**config.mk**
```make
export PLATFORM = sky130hd
export DESIGN_NAME = slec_cell
export DESIGN_NICKNAME = d
export VERILOG_FILES = /design/src/hdl/slec_pkg.sv /design/src/hdl/slec_cell.sv
export SDC_FILE = /design/constraint.sdc
export NUM_CORES = 1
export LEC_CHECK = 0
export ABC_AREA = 0
export BUFFER_PORTS_ARGS = -buffer_cell sky130_fd_sc_hd__clkbuf_2
export CELL_PAD_IN_SITES_DETAIL_PLACEMENT = 1
export CELL_PAD_IN_SITES_GLOBAL_PLACEMENT = 1
export CORE_ASPECT_RATIO = 0.8
export CORE_MARGIN = 3
export CORE_UTILIZATION = 26
export DETAILED_ROUTE_END_ITERATION = 10
export PLACE_DENSITY_LB_ADDON = 0.3
export SLEW_MARGIN = 20
export SYNTH_ARGS = -nofsm -noshare
export SYNTH_HDL_FRONTEND = slang
export SYNTH_SLANG_ARGS = --single-unit
```
**constraint.sdc**
```tcl
create_clock -name clock -period 2.5 [get_ports clock]
set_input_delay 0 -clock clock [delete_from_list [all_inputs] [get_ports clock]]
set_output_delay 0 -clock clock [all_outputs]
set_load 0.02 [all_outputs]
```
**src/hdl/slec_pkg.sv**
```systemverilog
`timescale 1ns / 1ps
// shared types for the sequential list engine: request and response items,
// function and status codes, sequencer states and the cell control group
// no dependencies
package slec_pkg;

   typedef enum logic [2:0] {
      FN_INSERT = 3'd0,
      FN_REMOVE = 3'd1,
      FN_SEARCH = 3'd2,
      FN_VISIT  = 3'd3,
      FN_CLEAR  = 3'd4
   } slec_func_type;

   typedef enum logic [1:0] {
      ST_OK    = 2'd0,
      ST_RANGE = 2'd1,
      ST_FULL  = 2'd2
   } slec_status_type;

   typedef enum logic [1:0] {
      S_IDLE,
      S_EXEC,
      S_FIND
   } slec_state_type;

   typedef struct packed {
      slec_func_type      func;
      logic [6:0]         position;
      logic signed [31:0] item_value;
   } slec_req_type;

   typedef struct packed {
      slec_status_type    status;
      logic               found;
      logic [5:0]         found_position;
      logic signed [31:0] read_value;
      logic [6:0]         count;
   } slec_rsp_type;

   // per-cycle command broadcast along the row of cells
   typedef struct packed {
      logic ins;
      logic rem;
      logic cmp;
   } slec_cell_ctl_type;

endpackage

```
**src/hdl/slec_cell.sv**
```systemverilog
`timescale 1ns / 1ps
// one list slot: holds an entry, shifts it up or down with its neighbours
// and compares it against the search key; depends on slec_pkg
module slec_cell
   import slec_pkg::*;
#(
   parameter int DATA_WIDTH = 32,
   parameter int CMP_W      = 7,
   parameter int INDEX      = 0
) (
   input  logic                  clock,
   input  slec_cell_ctl_type     ctl,
   input  logic [CMP_W-1:0]      pos,
   input  logic [CMP_W-1:0]      count,
   input  logic [DATA_WIDTH-1:0] key,
   input  logic [DATA_WIDTH-1:0] left_data,
   input  logic [DATA_WIDTH-1:0] right_data,
   output logic [DATA_WIDTH-1:0] data,
   output logic                  match
);

   localparam logic [CMP_W-1:0] MY_IDX = CMP_W'(INDEX);

   logic [DATA_WIDTH-1:0] data_ff;
   logic [DATA_WIDTH-1:0] data_in;
   logic                  match_ff;

   always_comb begin
      data_in = data_ff;
      if (ctl.ins) begin
         if (MY_IDX == pos) begin
            data_in = key;
         end else if (MY_IDX > pos) begin
            data_in = left_data;
         end
      end else if (ctl.rem && (MY_IDX >= pos)) begin
         data_in = right_data;
      end
   end

   always_ff @(posedge clock) begin
      data_ff <= data_in;
      if (ctl.cmp) begin
         match_ff <= (data_ff == key) && (MY_IDX < count);
      end
   end

   assign data  = data_ff;
   assign match = match_ff;

endmodule

```
==> summary.txt <==
Status -> finished clean
Netlist cell types -> 17
Prevailing post-synth register cell -> edfxtp_1
Final WS setup -> 0.699 ns
Setup Crit Path Kind -> flop to flop
Starting Density -> 0.272
Area leader, netlist -> edfxtp_1
Ys async rst share -> 0
EDFF count, synth -> 33
Die Height -> 85.5 um
Period utilization -> 0.720
Post-cts resize count -> 0
CTS Hold Buffers Added -> 1
Detail Route Antenna Nets -> 0
VDD IR max -> 0.152 mV
Largest net degree at the start of global routing -> 65
Syn Nets -> 303
Overall die area -> 9000 um^2
Leakage -> 1.55 nW
Mean Syn Cell Area -> 10.9 um^2
Ports -> 147
Grt ovf -> 0
Core Region -> 7530 um^2
Area growth from synthesis to layout -> 44.9%
Mapped Area -> 2050 um^2
Finish-stage setup viols -> 0
Detailed Place HPWL -> 5530 um
R2R depth -> 4
DRC Markers -> 0
Horiz. Die Dim -> 105 um
Data arrival, critical path -> 1.89 ns
RSZ-0062 raised after global routing -> false
CTS Buffer Depth -> 2
Final Max Tran Viols -> 0
Routability Congestion -> 0.725
Drt pass-1 iters -> 4
Placement Setup Slack -> 0.744 ns
CP Launch Type -> flop
Final instance area -> 2970 um^2
Gr busiest metal -> met2
Ant. Diodes -> 0
# port buffers -> 146
Worst skew pair latency -> 0.28 ns
DR WL/cell -> 15.4 um
H-tree level count -> 2
CP Launch Point -> data[8]
Yosys reg bits -> 33
Max_cap viols -> 0
Crit. End Element -> flop
Drt total wl -> 6790 um
DP Area -> 2880 um^2
GRT met2 Usage -> 0.260
Register area share after synthesis -> 0.483
Max FO, Critical Path -> 2
Final Hold Vio Count -> 0
Reg2Reg Capture Point -> match
Hold EP -> data[26]
First-pass GRT wire length -> 10800 um
Post-CTS setup buffer count -> 0
Clock-pin slew on the worst setup and hold paths -> 0.07 ns
Nets -> 450
Clk_skew -> 0.00445 ns
CTS tree -> built
Vias per cell -> 4.41
Max-Slew Margin vs Limit -> 0.586
GRT Util Overall -> 0.152
Hold Path Class -> primary input to flop
Area contributors post-synth -> edfxtp_1 48%, mux2i_1 16%, xor2_1 12%
Hold path cells -> 3
Hold path start -> right_data[26]
Mapped Cells -> 189
Initial antenna violation count -> 0
Most common cell in the synthesized netlist -> nor2_1
Met1 usage in global routing -> 0.179
FMAX -> 0.555 GHz
Clock sink count -> 33
R2r setup slk -> 0.70 ns
DRC marker count from the first detailed-route iteration -> 32
CTS buffer count -> 5
Total power -> 1.22 mW
Post-synth top area share -> 0.483
Met3 usage in global routing -> 0.0624
Setup TNS -> 0 ns
YS warnings -> 0
Vias -> 1949
Min cycle time layout -> 1.80 ns
Site Rows -> 28
Synth top cells by count -> 34 x nor2_1, 33 x edfxtp_1, 32 x a21oi_1, 32 x mux2i_1, 28 x xor2_1
Critical path required time -> 2.58 ns
Layout cells sized above 1 -> 0.469
Slew at the pin closest to its max-slew limit -> 0.622 ns
Pwr per Cell Area -> 410 nW/um^2
Root buf cell -> clkbuf_8
Reg-to-Reg Start -> data[8]
Vias in the first global route -> 2225
==> how the worst max path moves through the flow <==
stage | endpoint | slack, ns | cells past startpoint
final | match | 0.70 | 4
after CTS | match | 0.72 | 4
after floorplan | data[0] | 0.08 | 4
after detailed placement | match | 0.74 | 4
after global routing | match | 0.64 | 4
after global placement | match | 0.74 | 4
==> sequential cells by signal, indices dropped and copies added, names as in the netlist <==
| register | cells |
|---|---|
| match | 1 |
| data | 32 |
==> cell usage in the layout (no fill, tap or decap) <==
master,netlist,routed
clkbuf_2,0,146
nor2_1,34,33
edfxtp_1,33,33
mux2i_1,32,32
a21oi_1,32,32
xor2_1,28,28
nor4_1,8,8
clkbuf_8,0,5
xnor2_1,4,4
clkbuf_1,5,3
buf_4,0,3
nor3_1,2,2
nand4_1,2,2
nor4_2,1,1
nand2_2,1,1
nand3_1,1,1
a2111oi_2,1,1
nor2_4,0,1
dlygate4sd3_1,0,1
==> layer usage <==
| layer | share of wire | up-vias | routed length (um) |
|---|---|---|---|
| li1 | - | 977 | - |
| met1 | 0.42 | 868 | 2880 |
| met2 | 0.47 | 99 | 3160 |
| met3 | 0.10 | 5 | 711 |
| met4 | 0.0065 | 0 | 44 |
| met5 | 0 | - | 0 |
==> metrics by stage <==
stage	hold WS, ns	util	std cells
6_report	0.0383	0.395	442
5_1_grt	0.0364	0.395	442
4_1_cts	0.0302	0.395	442
3_5_place_dp	0.222	0.383	433
2_1_floorplan	0.112	-	189
3_3_place_gp	0.227	0.383	433
==> critical path: stages, from the launching register on <==
cell and delay (ns):
edfxtp_1 0.42, xor2_1 0.17, nor4_1 0.39, nand3_1 0.25, a2111oi_2 0.38
==> kinds of logic (layout without fill, tap and decap cells) <==
kind of cell | Yosys count | after routing | share of synthesized area
AOI/OAI and AO/OA | 33 | 33 | 0.0854
and+or+nand+nor | 49 | 49 | 0.109
muxes | 32 | 32 | 0.156
xor gates and xnor gates | 32 | 32 | 0.137
DFF | 33 | 33 | 0.483
buffers and inverters | 10 | 158 | 0.0299
==> layout make-up <==
class | instances | area [um^2]
fill | 930 | 4560
multi-input combinational | 146 | 1010
sequential | 33 | 991
timing repair buffer | 150 | 763
tap | 105 | 131
clock buffer | 8 | 80.1
==> power breakdown <==
| group | internal [mW] | total [mW] | switching, mW | leakage [nW] |
|---|---|---|---|---|
| Combinational | 0.111 | 0.213 | 0.102 | 1.20 |
| Sequential | 0.616 | 0.618 | 0.00199 | 0.309 |
| Clock | 0.198 | 0.387 | 0.189 | 0.0395 |
Note: power is estimated with default switching activity, not from simulation.
